==> src/design/remote_button_mode_controller_macros.svh <==
// Assertion macros shared by the remote button mode controller.
`ifndef REMOTE_BUTTON_MODE_CONTROLLER_MACROS_SVH
`define REMOTE_BUTTON_MODE_CONTROLLER_MACROS_SVH

// Same-cycle implication, clocked on clk and quiet during rst.
`define RBMC_ASSERT_IMP(lbl, ante, cons) \
  lbl: assert property (@(posedge clk) disable iff (rst) (ante) |-> (cons)) \
    else $error("rbmc: same-cycle check failed");

// Next-cycle implication, clocked on clk and quiet during rst.
`define RBMC_ASSERT_NEXT(lbl, ante, cons) \
  lbl: assert property (@(posedge clk) disable iff (rst) (ante) |=> (cons)) \
    else $error("rbmc: next-cycle check failed");

`endif

==> src/design/rbmc_pkg.sv <==
// Types, codes and packet text tables of the remote button mode controller.
package rbmc_pkg;

  // Configuration register indexes
  localparam logic [1:0] REG_POWER_ON_HOLD  = 2'd0;
  localparam logic [1:0] REG_POWER_OFF_HOLD = 2'd1;
  localparam logic [1:0] REG_SHORT_PRESS    = 2'd2;
  localparam logic [1:0] REG_IDLE_TIMEOUT   = 2'd3;

  localparam logic [31:0] POWER_ON_HOLD_RST  = 32'd5000;
  localparam logic [31:0] POWER_OFF_HOLD_RST = 32'd2000;
  localparam logic [31:0] SHORT_PRESS_RST    = 32'd600;
  localparam logic [31:0] IDLE_TIMEOUT_RST   = 32'd60000;

  // Modes
  localparam logic [1:0] SEL_INTENSITY = 2'd0;
  localparam logic [1:0] SEL_COLOR     = 2'd1;
  localparam logic [1:0] SEL_DEPTH     = 2'd2;

  localparam logic [2:0] INT_MAX   = 3'd5;
  localparam logic [2:0] INT_RST   = 3'd1;
  localparam logic [1:0] COL_MAX   = 2'd2;
  localparam logic [1:0] COL_RST   = 2'd1;

  // Packet segments of one poll
  localparam logic [1:0] SEG_START = 2'd0;
  localparam logic [1:0] SEG_UP    = 2'd1;
  localparam logic [1:0] SEG_DOWN  = 2'd2;
  localparam logic [1:0] SEG_NONE  = 2'd3;

  localparam logic [2:0] START_LAST = 3'd5;
  localparam logic [2:0] STATE_LAST = 3'd2;
  localparam logic [1:0] OUTER_LAST = 2'd2;

  // Index snapshot carried with one full-state send
  typedef struct packed {
    logic       send;
    logic [2:0] int_idx;
    logic [1:0] col_idx;
    logic       dep_idx;
  } snap_t;

  // One classified poll
  typedef struct packed {
    logic       startup;
    snap_t      up;
    snap_t      down;
    logic       powered;
    logic [1:0] mode;
  } job_t;

  function automatic logic [47:0] int_text(input logic [2:0] idx);
    logic [47:0] t;
    unique case (idx)
      3'd0:    t = "@I01#T";
      3'd1:    t = "@I02#T";
      3'd2:    t = "@I04#T";
      3'd3:    t = "@I06#T";
      3'd4:    t = "@I08#T";
      default: t = "@I0:#T";
    endcase
    return t;
  endfunction

  function automatic logic [47:0] col_text(input logic [1:0] idx);
    logic [47:0] t;
    unique case (idx)
      2'd0:    t = "@C-5#T";
      2'd1:    t = "@C05#T";
      default: t = "@C+5#T";
    endcase
    return t;
  endfunction

  function automatic logic [47:0] dep_text(input logic idx);
    logic [47:0] t;
    unique case (idx)
      1'b0:    t = "@D_0#T";
      default: t = "@D_1#T";
    endcase
    return t;
  endfunction

  function automatic logic [47:0] start_text(input logic [2:0] idx);
    logic [47:0] t;
    unique case (idx)
      3'd0:    t = "@I01#T";
      3'd1:    t = "@D_0#T";
      3'd2:    t = "@L_1#T";
      3'd3:    t = "@F_0#T";
      3'd4:    t = "@E_0#T";
      default: t = "@C05#T";
    endcase
    return t;
  endfunction

  function automatic logic [7:0] chan_char(input logic [1:0] idx);
    logic [7:0] c;
    unique case (idx)
      2'd0:    c = "L";
      2'd1:    c = "R";
      default: c = "M";
    endcase
    return c;
  endfunction

endpackage

==> src/design/rbmc_queue.sv <==
// Short job queue between the poll classifier and the packet emitter.
module rbmc_queue #(
  parameter int DEPTH = 4
) (
  input  logic            clk,
  input  logic            rst,
  input  logic            push,
  input  rbmc_pkg::job_t  push_job,
  output logic            full,
  input  logic            pop,
  output rbmc_pkg::job_t  head,
  output logic            empty
);

  localparam int PW = (DEPTH > 1) ? $clog2(DEPTH) : 1;
  localparam int CW = $clog2(DEPTH + 1);

  rbmc_pkg::job_t entries [DEPTH];
  logic [PW-1:0]  wptr;
  logic [PW-1:0]  rptr;
  logic [CW-1:0]  count;

  assign full  = (count == CW'(DEPTH));
  assign empty = (count == '0);
  assign head  = entries[rptr];

  function automatic logic [PW-1:0] bump(input logic [PW-1:0] p);
    return (p == PW'(DEPTH - 1)) ? '0 : p + PW'(1);
  endfunction

  always_ff @(posedge clk) begin
    if (push && !full) begin
      entries[wptr] <= push_job;
    end
  end

  always_ff @(posedge clk) begin
    if (rst) begin
      wptr  <= '0;
      rptr  <= '0;
      count <= '0;
    end else begin
      if (push && !full) begin
        wptr <= bump(wptr);
      end
      if (pop && !empty) begin
        rptr <= bump(rptr);
      end
      if ((push && !full) && !(pop && !empty)) begin
        count <= count + CW'(1);
      end else if (!(push && !full) && (pop && !empty)) begin
        count <= count - CW'(1);
      end
    end
  end

endmodule

==> src/design/rbmc_front.sv <==
// Poll classifier: button timing, power, mode and index state, job build.
module rbmc_front (
  input  logic            clk,
  input  logic            rst,
  input  logic            cfg_write,
  input  logic [1:0]      cfg_index,
  input  logic [31:0]     cfg_data,
  input  logic            in_valid,
  output logic            in_stall,
  input  logic [31:0]     time_ms,
  input  logic            button_power,
  input  logic            button_up,
  input  logic            button_down,
  output logic            job_push,
  output rbmc_pkg::job_t  job,
  input  logic            q_full
);

  logic [31:0] power_on_hold_ms;
  logic [31:0] power_off_hold_ms;
  logic [31:0] short_press_max_ms;
  logic [31:0] idle_timeout_ms;

  logic        power_state,     power_state_next;
  logic [1:0]  mode_state,      mode_state_next;
  logic [2:0]  intensity_index, intensity_index_next;
  logic [1:0]  color_index,     color_index_next;
  logic        depth_index,     depth_index_next;
  logic        power_button_previous;
  logic [31:0] press_start_ms,  press_start_ms_next;
  logic [31:0] last_activity,   last_activity_next;

  logic        accept;
  logic        fall;
  logic [31:0] dur;
  logic [31:0] idle_gap;
  logic        pwr1;
  logic [1:0]  mode1;
  logic        turn_on;
  logic [2:0]  ii_u, ii_d;
  logic [1:0]  ci_u, ci_d;
  logic        di_u, di_d;
  logic        up_send, dn_send, sent;

  assign in_stall = q_full;
  assign accept   = in_valid && !q_full;
  assign job_push = accept;

  always_comb begin
    fall     = !button_power && power_button_previous;
    dur      = time_ms - press_start_ms;
    idle_gap = time_ms - last_activity;

    press_start_ms_next = (button_power && !power_button_previous) ? time_ms
                                                                   : press_start_ms;

    // button one
    pwr1    = power_state;
    mode1   = mode_state;
    turn_on = 1'b0;
    if (fall) begin
      priority if (!power_state && dur >= power_on_hold_ms) begin
        pwr1    = 1'b1;
        turn_on = 1'b1;
      end else if (power_state && dur >= power_off_hold_ms) begin
        pwr1 = 1'b0;
      end else if (power_state && dur < short_press_max_ms) begin
        mode1 = (mode_state >= rbmc_pkg::SEL_DEPTH) ? rbmc_pkg::SEL_INTENSITY
                                                     : mode_state + 2'd1;
      end
    end

    // button two: step up
    up_send = pwr1 && button_up;
    ii_u = intensity_index;
    ci_u = color_index;
    di_u = depth_index;
    if (up_send) begin
      if (mode1 == rbmc_pkg::SEL_INTENSITY && intensity_index < rbmc_pkg::INT_MAX) begin
        ii_u = intensity_index + 3'd1;
      end
      if (mode1 == rbmc_pkg::SEL_COLOR && color_index < rbmc_pkg::COL_MAX) begin
        ci_u = color_index + 2'd1;
      end
      if (mode1 == rbmc_pkg::SEL_DEPTH) begin
        di_u = 1'b1;
      end
    end

    // button three: step down
    dn_send = pwr1 && button_down;
    ii_d = ii_u;
    ci_d = ci_u;
    di_d = di_u;
    if (dn_send) begin
      if (mode1 == rbmc_pkg::SEL_INTENSITY && ii_u != 3'd0) begin
        ii_d = ii_u - 3'd1;
      end
      if (mode1 == rbmc_pkg::SEL_COLOR && ci_u != 2'd0) begin
        ci_d = ci_u - 2'd1;
      end
      if (mode1 == rbmc_pkg::SEL_DEPTH) begin
        di_d = 1'b0;
      end
    end

    // any send refreshes activity to now, so the idle gap is then zero
    sent               = turn_on || up_send || dn_send;
    last_activity_next = sent ? time_ms : last_activity;
    power_state_next   = pwr1 && (sent || !(idle_gap > idle_timeout_ms));

    mode_state_next      = mode1;
    intensity_index_next = ii_d;
    color_index_next     = ci_d;
    depth_index_next     = di_d;

    job.startup      = turn_on;
    job.up.send      = up_send;
    job.up.int_idx   = ii_u;
    job.up.col_idx   = ci_u;
    job.up.dep_idx   = di_u;
    job.down.send    = dn_send;
    job.down.int_idx = ii_d;
    job.down.col_idx = ci_d;
    job.down.dep_idx = di_d;
    job.powered      = power_state_next;
    job.mode         = mode_state_next;
  end

  always_ff @(posedge clk) begin
    if (rst) begin
      power_on_hold_ms   <= rbmc_pkg::POWER_ON_HOLD_RST;
      power_off_hold_ms  <= rbmc_pkg::POWER_OFF_HOLD_RST;
      short_press_max_ms <= rbmc_pkg::SHORT_PRESS_RST;
      idle_timeout_ms    <= rbmc_pkg::IDLE_TIMEOUT_RST;
    end else if (cfg_write) begin
      unique case (cfg_index)
        rbmc_pkg::REG_POWER_ON_HOLD:  power_on_hold_ms   <= cfg_data;
        rbmc_pkg::REG_POWER_OFF_HOLD: power_off_hold_ms  <= cfg_data;
        rbmc_pkg::REG_SHORT_PRESS:    short_press_max_ms <= cfg_data;
        default:                      idle_timeout_ms    <= cfg_data;
      endcase
    end
  end

  always_ff @(posedge clk) begin
    if (rst) begin
      power_state           <= 1'b0;
      mode_state            <= rbmc_pkg::SEL_INTENSITY;
      intensity_index       <= rbmc_pkg::INT_RST;
      color_index           <= rbmc_pkg::COL_RST;
      depth_index           <= 1'b0;
      power_button_previous <= 1'b0;
      press_start_ms        <= '0;
      last_activity         <= '0;
    end else if (accept) begin
      power_state           <= power_state_next;
      mode_state            <= mode_state_next;
      intensity_index       <= intensity_index_next;
      color_index           <= color_index_next;
      depth_index           <= depth_index_next;
      power_button_previous <= button_power;
      press_start_ms        <= press_start_ms_next;
      last_activity         <= last_activity_next;
    end
  end

endmodule

==> src/design/rbmc_back.sv <==
// Packet emitter: walks one job's packet segments into the output register.
module rbmc_back (
  input  logic            clk,
  input  logic            rst,
  input  rbmc_pkg::job_t  head,
  input  logic            q_empty,
  output logic            q_pop,
  output logic            out_valid,
  input  logic            out_stall,
  output logic [55:0]     packet_text,
  output logic            packet_valid,
  output logic            powered,
  output logic [1:0]      current_mode,
  output logic            led_red,
  output logic            led_green,
  output logic            led_blue,
  output logic            final_res
);

  logic        busy;
  logic [1:0]  seg;
  logic [1:0]  outer;
  logic [2:0]  inner;

  logic        can_load, fire;
  logic [1:0]  cur_seg;
  logic [1:0]  cur_outer;
  logic [2:0]  cur_inner;
  logic        last_inner, seg_done, has_next, job_done;
  logic [1:0]  nseg;
  rbmc_pkg::snap_t snap;
  logic [47:0] body;
  logic [55:0] text;

  assign can_load = !out_valid || !out_stall;
  assign fire     = !q_empty && can_load;

  always_comb begin
    priority if (busy)         cur_seg = seg;
    else if (head.startup)     cur_seg = rbmc_pkg::SEG_START;
    else if (head.up.send)     cur_seg = rbmc_pkg::SEG_UP;
    else if (head.down.send)   cur_seg = rbmc_pkg::SEG_DOWN;
    else                       cur_seg = rbmc_pkg::SEG_NONE;
    cur_outer = busy ? outer : 2'd0;
    cur_inner = busy ? inner : 3'd0;

    last_inner = (cur_seg == rbmc_pkg::SEG_START) ? (cur_inner == rbmc_pkg::START_LAST)
                                                  : (cur_inner == rbmc_pkg::STATE_LAST);
    seg_done = (cur_seg == rbmc_pkg::SEG_NONE) ||
               (last_inner && cur_outer == rbmc_pkg::OUTER_LAST);

    has_next = 1'b0;
    nseg     = rbmc_pkg::SEG_NONE;
    unique case (cur_seg)
      rbmc_pkg::SEG_START: begin
        if (head.up.send) begin
          has_next = 1'b1;
          nseg     = rbmc_pkg::SEG_UP;
        end else if (head.down.send) begin
          has_next = 1'b1;
          nseg     = rbmc_pkg::SEG_DOWN;
        end
      end
      rbmc_pkg::SEG_UP: begin
        if (head.down.send) begin
          has_next = 1'b1;
          nseg     = rbmc_pkg::SEG_DOWN;
        end
      end
      default: begin
        has_next = 1'b0;
      end
    endcase
    job_done = seg_done && !has_next;

    // Start packets run channel outer, string inner; state packets run
    // group outer, channel inner.
    snap = (cur_seg == rbmc_pkg::SEG_DOWN) ? head.down : head.up;
    unique case (cur_outer)
      2'd0:    body = rbmc_pkg::int_text(snap.int_idx);
      2'd1:    body = rbmc_pkg::col_text(snap.col_idx);
      default: body = rbmc_pkg::dep_text(snap.dep_idx);
    endcase
    unique case (cur_seg)
      rbmc_pkg::SEG_START: text = {rbmc_pkg::start_text(cur_inner),
                                   rbmc_pkg::chan_char(cur_outer)};
      rbmc_pkg::SEG_NONE:  text = '0;
      default:             text = {body, rbmc_pkg::chan_char(cur_inner[1:0])};
    endcase
  end

  assign q_pop = fire && job_done;

  always_ff @(posedge clk) begin
    if (rst) begin
      busy  <= 1'b0;
      seg   <= rbmc_pkg::SEG_NONE;
      outer <= '0;
      inner <= '0;
    end else if (fire) begin
      if (job_done) begin
        busy <= 1'b0;
      end else begin
        busy <= 1'b1;
        if (seg_done) begin
          seg   <= nseg;
          outer <= '0;
          inner <= '0;
        end else if (last_inner) begin
          seg   <= cur_seg;
          outer <= cur_outer + 2'd1;
          inner <= '0;
        end else begin
          seg   <= cur_seg;
          outer <= cur_outer;
          inner <= cur_inner + 3'd1;
        end
      end
    end
  end

  always_ff @(posedge clk) begin
    if (rst) begin
      out_valid <= 1'b0;
    end else if (can_load) begin
      out_valid <= !q_empty;
    end
  end

  always_ff @(posedge clk) begin
    if (fire) begin
      packet_text  <= text;
      packet_valid <= (cur_seg != rbmc_pkg::SEG_NONE);
      powered      <= head.powered;
      current_mode <= head.mode;
      final_res    <= job_done;
    end
  end

  assign led_red   = powered && (current_mode == rbmc_pkg::SEL_INTENSITY);
  assign led_green = powered && (current_mode == rbmc_pkg::SEL_COLOR);
  assign led_blue  = powered && (current_mode == rbmc_pkg::SEL_DEPTH);

endmodule

==> src/design/remote_button_mode_controller.sv <==
// Top level of the remote button mode controller.
//
// Each input transaction is one button poll (time plus three button levels).
// The front end takes a poll whenever the job queue has room, updates power,
// mode and index state at once and queues a job that describes the packets
// the poll causes. The packet emitter drains the queue and delivers one result
// transaction per cycle while out_stall is low: 18 startup packets on power
// on, nine full-state packets for each step of button two or three (up to 36
// in all), or one empty result (packet_valid low) when the poll sends nothing.
// A poll thus yields 1 to 36 results; the emitter's single output port sets
// the sustained rate, while the front end runs ahead by up to QUEUE_DEPTH
// polls. Status fields on every result of a poll show the state after the
// whole poll. Configuration writes are registered and are meant for idle
// periods only. No clearing pass is needed after reset.
`include "remote_button_mode_controller_macros.svh"

module remote_button_mode_controller #(
  parameter int QUEUE_DEPTH = 4
) (
  input  logic        clk,
  input  logic        rst,
  // configuration write port
  input  logic        cfg_write,
  input  logic [1:0]  cfg_index,
  input  logic [31:0] cfg_data,
  // poll channel
  input  logic        in_valid,
  output logic        in_stall,
  input  logic [31:0] time_ms,
  input  logic        button_power,
  input  logic        button_up,
  input  logic        button_down,
  // packet channel
  output logic        out_valid,
  input  logic        out_stall,
  output logic [55:0] packet_text,
  output logic        packet_valid,
  output logic        powered,
  output logic [1:0]  current_mode,
  output logic        led_red,
  output logic        led_green,
  output logic        led_blue,
  output logic        final_res
);

  rbmc_pkg::job_t push_job;
  rbmc_pkg::job_t head_job;
  logic           job_push;
  logic           q_full;
  logic           q_empty;
  logic           q_pop;

  // classify polls and hold all controller state
  rbmc_front u_front (
    .clk          (clk),
    .rst          (rst),
    .cfg_write    (cfg_write),
    .cfg_index    (cfg_index),
    .cfg_data     (cfg_data),
    .in_valid     (in_valid),
    .in_stall     (in_stall),
    .time_ms      (time_ms),
    .button_power (button_power),
    .button_up    (button_up),
    .button_down  (button_down),
    .job_push     (job_push),
    .job          (push_job),
    .q_full       (q_full)
  );

  // decouple the classifier from packet delivery
  rbmc_queue #(
    .DEPTH (QUEUE_DEPTH)
  ) u_queue (
    .clk      (clk),
    .rst      (rst),
    .push     (job_push),
    .push_job (push_job),
    .full     (q_full),
    .pop      (q_pop),
    .head     (head_job),
    .empty    (q_empty)
  );

  // expand each job into packets, one per cycle unless stalled, behind an output register
  rbmc_back u_back (
    .clk          (clk),
    .rst          (rst),
    .head         (head_job),
    .q_empty      (q_empty),
    .q_pop        (q_pop),
    .out_valid    (out_valid),
    .out_stall    (out_stall),
    .packet_text  (packet_text),
    .packet_valid (packet_valid),
    .powered      (powered),
    .current_mode (current_mode),
    .led_red      (led_red),
    .led_green    (led_green),
    .led_blue     (led_blue),
    .final_res    (final_res)
  );

  // an empty result is always the only, and so the last, result of its poll
  `RBMC_ASSERT_IMP(a_empty_is_final, out_valid && !packet_valid, final_res)
  // a packet is only ever sent while the unit ends the poll powered
  `RBMC_ASSERT_IMP(a_packet_powered, out_valid && packet_valid, powered)
  // packets of one poll follow without a gap once a non-final one is taken
  `RBMC_ASSERT_NEXT(a_no_gap, out_valid && !out_stall && !final_res, out_valid)

endmodule
==> config.mk <==
export PLATFORM = sky130hd
export DESIGN_NAME = remote_button_mode_controller
export DESIGN_NICKNAME = d
export VERILOG_FILES = /design/src/design/rbmc_pkg.sv /design/src/design/rbmc_queue.sv /design/src/design/rbmc_front.sv /design/src/design/rbmc_back.sv /design/src/design/remote_button_mode_controller.sv
export VERILOG_INCLUDE_DIRS = /design/src /design/src/design
export SDC_FILE = /design/constraint.sdc
export NUM_CORES = 1
export LEC_CHECK = 0
export BUFFER_PORTS_ARGS = -buffer_cell sky130_fd_sc_hd__buf_2
export CAP_MARGIN = 25
export CORE_ASPECT_RATIO = 1.1
export CORE_UTILIZATION = 61
export CTS_BUF_LIST = sky130_fd_sc_hd__clkbuf_4 sky130_fd_sc_hd__clkbuf_8 sky130_fd_sc_hd__clkbuf_16
export CTS_CLUSTER_SIZE = 8
export DETAILED_ROUTE_END_ITERATION = 7
export PLACE_DENSITY = 0.84
export SLEW_MARGIN = 20
export SYNTH_ARGS = -nofsm -noshare
export SYNTH_HDL_FRONTEND = slang
export SYNTH_HIERARCHICAL = 1
export SYNTH_SLANG_ARGS = --single-unit
==> constraint.sdc <==
create_clock -name clk -period 8.2 [get_ports clk]
set_input_delay 0.41 -clock clk [delete_from_list [all_inputs] [get_ports clk]]
set_output_delay 0.41 -clock clk [all_outputs]
set_load 0.05 [all_outputs]
# Word level (Yosys, flattened, before mapping)
# Memories as Yosys holds them, arrays and structs flattened. A register that Yosys moved wholly into a read port is not among the register bits.
# Index checks and enable logic that the tools add are counted.
classes:
  add_sub_neg: 13
  n_lt_le_gt_ge: 7
  n_eq_ne: 26
  mux: 56
  bitwise: 2
  n_reduce_logical: 61
ops:
  columns: ["op", "n"]
  rows:
  - ["$pmux 36 s5", 1]
  - ["$pmux 56 s2", 1]
  - ["$pmux 20 s5", 1]
  - ["$pmux 48 s2", 1]
  - ["$ge 32x32->1", 2]
  - ["$sub 32x32->32", 2]
  - ["$pmux 29 s2", 1]
  - ["$mux 2", 20]
  - ["$gt 32x32->1", 1]
  - ["$lt 32x32->1", 1]
  - ["$mux 3", 9]
  - ["$logic_and 1x1->1", 24]
  - ["$pmux 5 s2", 2]
  - ["$mux 17", 1]
  - ["$eq 2x2->1 const B", 8]
  - ["$mux 1", 16]
  - ["$eq 2x1->1 const B", 7]
  - ["$logic_not 2->1", 7]
  - ["$reduce_and 2->1", 7]
  - ["$eq 3x2->1 const B", 4]
  - ["$eq 3x3->1 const B", 4]
  - ["$logic_not 1->1", 11]
  - ["$add 2x1->2 const B", 5]
  - ["$add 3x1->3 const B", 3]
  - ["other kinds (16)", 26]
totals:
  register_bits: 279
  mem_bits_rw: 72
  inputBits: 74
  out_inout_bits: 66
  word_cells: 191
  mem_count: 1
mem_list:
  columns: ["memory", "words", "word_bits", "rd", "rd_ports_with_merged_regs", "write_ports", "line", "text"]
  rows:
  - ["u_queue.entries", 4, 18, 1, 1, 1, "rbmc_queue.sv:18", "rbmc_pkg::job_t entries [DEPTH];"]

# Logic depth before layout (Yosys ltp)
logic_depth:
  ltp_word: 15
  mapped_depth: 31
  ltp_nobuf: 30

# By module
# Netlist, hierarchy kept.
by_module_without_submodules:
  columns: ["module", "n_inst", "cells_per_inst", "area_per_inst_um2", "seq_area_each_um2"]
  rows:
  - ["rbmc_front", 1, 1812, 13858.3, 4043.9]
  - ["rbmc_queue", 1, 144, 3099.2, 2342.2]
  - ["rbmc_back", 1, 210, 2031.9, 810.8]

# Worst setup path after synthesis
# OpenSTA, ideal clock, no wires.
synth_timing:
  path_kind: "input to register"
  from: "in time_ms[0]"
  to: "mem u_queue/entries[0][7] in the netlist's numbering, data pin"
  arrival_ps: 6259
  t_required_ps: 8017
  path_slack_ps: 1758
  path_stages: 29
  path_buffers: 1
  cell_sequence: "inv_1 > ha_1 > inv_1 > fa_1 > a211oi_1 > o21ai_1 > a31o_2 > a22o_1 > nor4_1 > o31ai_1 > o211ai_1 > nand2b_1 > a21oi_1 > xnor2_1 > ha_1 > nand4_1 > or2_1 > or4_1 > or3_4 > nand2_4 > mux2i_1 > nand2b_1 > xor2_1 > ha_1 > ha_1 > nor3b_1 > nor2b_1 > buf_2 > mux2i_1"
synth_rtl:
  columns: ["element", "line", "text"]
  rows:
  - ["from (decl)", "remote_button_mode_controller.sv:29", "input logic [31:0] time_ms,"]
  - ["to (decl)", "rbmc_queue.sv:18", null]

==> results.py <==
metrics = {
    "run_status": {
        "status": "complete, no violations",
    },
    "cells_and_area": {
        "area_delta_synth_final_pct": 10.34,
        "design_area_um2": 20950,
        "multiInputGateArea_um2": 10350,
        "nFillCells": 2341,
        "layout.nets": 2531,
        "regArea_um2": 7197,
        "drive_gt1_share_pct": 10.89,
    },
    "worst_hold_path": {
        "hold_start": "cfg_data[13]",
        "worstHoldPathCells": 2,
        "min_to": "u_front/idle_timeout_ms[13]",
        "hold_path.class": "in -> reg",
    },
    "logic_synthesis": {
        "synth_top_area_cell": "dfxtp_1",
        "synth_edf_count": 93,
        "synth_ff_type": "dfxtp_1",
        "syn_area_um2": 18990,
        "netlist_instances": 2166,
        "ys_types": 86,
        "synth_area_leaders": "dfxtp_1 (23%), edfxtp_1 (15%), ha_1 (14%)",
        "synth_top_cell_area_share_pct": 23.19,
        "synth_seq_cells": 313,
        "synth_area_per_cell_um2": 8.767,
        "synth-seq-area-share_pct": 37.90,
        "synth_warnings": 6,
        "ys_async_sr_fraction_pct": 0,
    },
    "drt": {
        "wl_um": 45170,
        "routedWlPerCell_um": 16.86,
        "dr.pass1.iters": 5,
        "vias_per_cell": 5.784,
        "antenna_left": 0,
        "vias": 15500,
        "drc": 0,
        "drtIter0Drc": 1136,
    },
    "pwr": {
        "p_per_area_nw_per_um2": 272.0,
        "ir_drop_mv": 0.1460,
        "power.total_mw": 5.698,
        "p_leak_nw": 8.544,
    },
    "timing": {
        "finClkSkew_ns": 0.01885,
        "clock.fmax_mhz": 132.4,
        "finalSetupViolations": 0,
        "grt_setup_unrepaired": "false",
        "tightest_slew_ns": 1.010,
        "drv_slew": 0,
        "relSlewSlack_pct": 32.65,
        "hold_viol": 0,
        "fin_crit_ns": 7.551,
        "final.setup.tns_ns": 0,
        "finalCritPeriodShare_pct": 92.09,
    },
    "floorplanning": {
        "die_h_um": 187.1,
        "die_area_um2": 31840,
        "fp-row-count": 67,
        "fp.dieW_um": 170.2,
        "io_pins": 140,
        "coreArea_um2": 30510,
        "start_util_pct": 62.23,
    },
    "global_routing": {
        "grt_pass1_wl_um": 72840,
        "antenna_found_initial": 5,
        "grt_max_degree": 124,
        "grt_pass1_vias": 15170,
        "gr-total-overflow": 0,
        "track_usage_pct": 28.29,
    },
    "cts": {
        "clk_pin_slew_ns": 0.05,
        "cts_tree": "done",
        "cts_post_setup_buffers_inserted": 0,
        "insertion_delay_ns": 0.54,
        "ctsHoldBuffers": 0,
        "clk_path_buf_depth": 3,
        "cts-root-buf": "clkbuf_16",
        "htree_num_levels": 2,
        "cts_buffers": 45,
        "clkSinkCount": 313,
    },
    "setup_path": {
        "crit_fanout": 7,
        "required_ns": 8.52,
        "arrival_ns": 7.87,
        "cpMostUsedCell": "ha_1",
        "r2r-start": "u_front/press_start_ms[0]",
        "crit_slowest_cell": "or4_1",
        "cp-end-kind": "flip-flop",
        "criticalPathCategory": "reg -> reg",
        "worst_r2r_endpoint": "u_queue/entries[2][7]",
        "rr_worst_depth": 27,
        "startpoint_type": "flip-flop",
        "max_stage_delay_ns": 0.56,
        "r2r_setup_slack_ns": 0.65,
    },
    "placed_design": {
        "placed_cell_area_um2": 19560,
        "routabilityCongestion": 0.8994,
        "dp_hpwl_um": 32560,
        "port_buffers": 114,
    },
    "run": {
        "cap_violations": 0,
    },
}
## flip-flops by register name (all words and copies together) (netlist names), 2 cells and up, named ones only
register	cells
u_queue/entries	72
u_front/idle_timeout_ms	32
u_front/last_activity	32
u_front/power_off_hold_ms	32
u_front/power_on_hold_ms	32
u_front/press_start_ms	32
u_front/short_press_max_ms	32
u_back/packet_text	16
u_back/inner	3
u_front/intensity_index	3
u_queue/count	3
u_back/current_mode	2
u_back/outer	2
u_back/seg	2
u_front/color_index	2
u_front/mode_state	2
u_queue/rptr	2
u_queue/wptr	2
## synth_stat cells (all sizes together), types with 44 or more instances
master / number
a21oi: 255
edfxtp: 93
clkbuf: 63
nand2: 367
dfxtp: 220
buf: 60
o21ai: 67
nor2: 121
mux2i: 49
ha: 215
inv: 220
xnor2: 44
## logic make-up (layout without fill, tap and decap cells)
logic type	after synthesis	count (layout)	synth area share (%)
buf+inv	345	414	8.170
flops	313	313	37.90
xor+xnor	61	61	2.813
fa+ha+maj	218	218	14.48
simple gates	666	666	15.69
other cells	1	31	0.01975
mux	69	69	4.988
compound gates	493	493	15.93
## layout make-up
| cell class | count | area share [%] |
|---|---|---|
| clock buffers | 65 | 6.288 |
| diodes | 6 | 0.07165 |
| inverters | 222 | 4.066 |
| well taps | 414 | 2.472 |
| multi-input cells | 1532 | 49.40 |
| repair buffers | 125 | 3.278 |
| clock inverters | 2 | 0.07763 |
| flip-flops and latches | 313 | 34.35 |
## placed cells by master (no fill, tap or decap), types with 9 or more instances in the layout
cell type / netlist / routed
dfxtp_1: 220 / 220
a211oi_1: 16 / 16
buf_4: 48 / 9
nand2_1: 365 / 365
o211ai_1: 10 / 10
buf_2: 3 / 113
nand4_1: 21 / 21
conb_1: 1 / 25
nor2_1: 120 / 119
and3_1: 11 / 11
o21ai_0: 61 / 61
mux2i_1: 46 / 46
mux4_2: 18 / 18
xnor2_1: 44 / 44
a21oi_1: 254 / 254
clkbuf_4: 0 / 17
clkbuf_16: 0 / 47
a211o_1: 23 / 23
o21bai_1: 9 / 9
xor2_1: 17 / 17
inv_1: 220 / 220
nand2b_1: 14 / 14
nor3_1: 27 / 27
ha_1: 215 / 215
a21o_1: 40 / 40
nand3_1: 17 / 17
nor2b_1: 21 / 20
edfxtp_1: 93 / 93
## per-layer routing
| metal | global-route usage, % | up-vias | share of wire, % |
|---|---|---|---|
| li1 | - | 7555 | - |
| met5 | 0 | - | 0 |
| met1 | 34.93 | 7238 | 41 |
| met3 | 4.274 | 112 | 6.3 |
| met2 | 49.20 | 591 | 49 |
| met4 | 11.16 | 0 | 3.2 |
## through the flow
stage	hold slack, ns	setup WS, ns	utilization (%)	std cells
6_report	0.1259	0.6487	68.67	2679
5_1_grt	0.1314	0.0002016	68.64	2676
4_1_cts	0.1210	0.6686	68.47	2671
3_5_place_dp	0.4465	0.4984	64.10	2604
3_3_place_gp	0.4414	0.8166	64.10	2604
2_1_floorplan	0.4319	1.758	-	2190
## power by group
part	internal, mW	switching, mW
Clock	1.10	0.654
Sequential	1.83	0.0875
Combinational	0.664	1.36
Total	3.59	2.10
## worst max-delay path: cells and delay by family (launching register included)
family	cells	cell delay (ns)
AO/OA/AOI/OAI	7	1.64
XOR/XNOR	2	0.33
adder cells (fa/ha/maj)	5	1.35
buffers and inverters	1	0.06
flip-flops	1	0.33
multiplexers	2	0.75
AND/OR/NAND/NOR	10	2.87
## repair_timing
action                                  in CTS  in global routing
endpoints found under the hold margin        0                  0
resized for setup                            0                  1
endpoints found under the setup margin       0                  8
## worst max path at each step
stage                                    startpoint                    end  slack [ns]
after floorplan                          time_ms[0]  u_queue/entries[0][7]        1.76
after global placement                   time_ms[0]  u_queue/entries[0][7]        0.82
after detailed placement                 time_ms[0]  u_queue/entries[2][7]        0.50
after CTS                 u_front/press_start_ms[0]  u_queue/entries[2][7]        0.67
after global routing      u_front/press_start_ms[0]  u_queue/entries[0][8]      0.0002
final                     u_front/press_start_ms[0]  u_queue/entries[2][7]        0.65
Note: power is estimated with default switching activity, not from simulation.
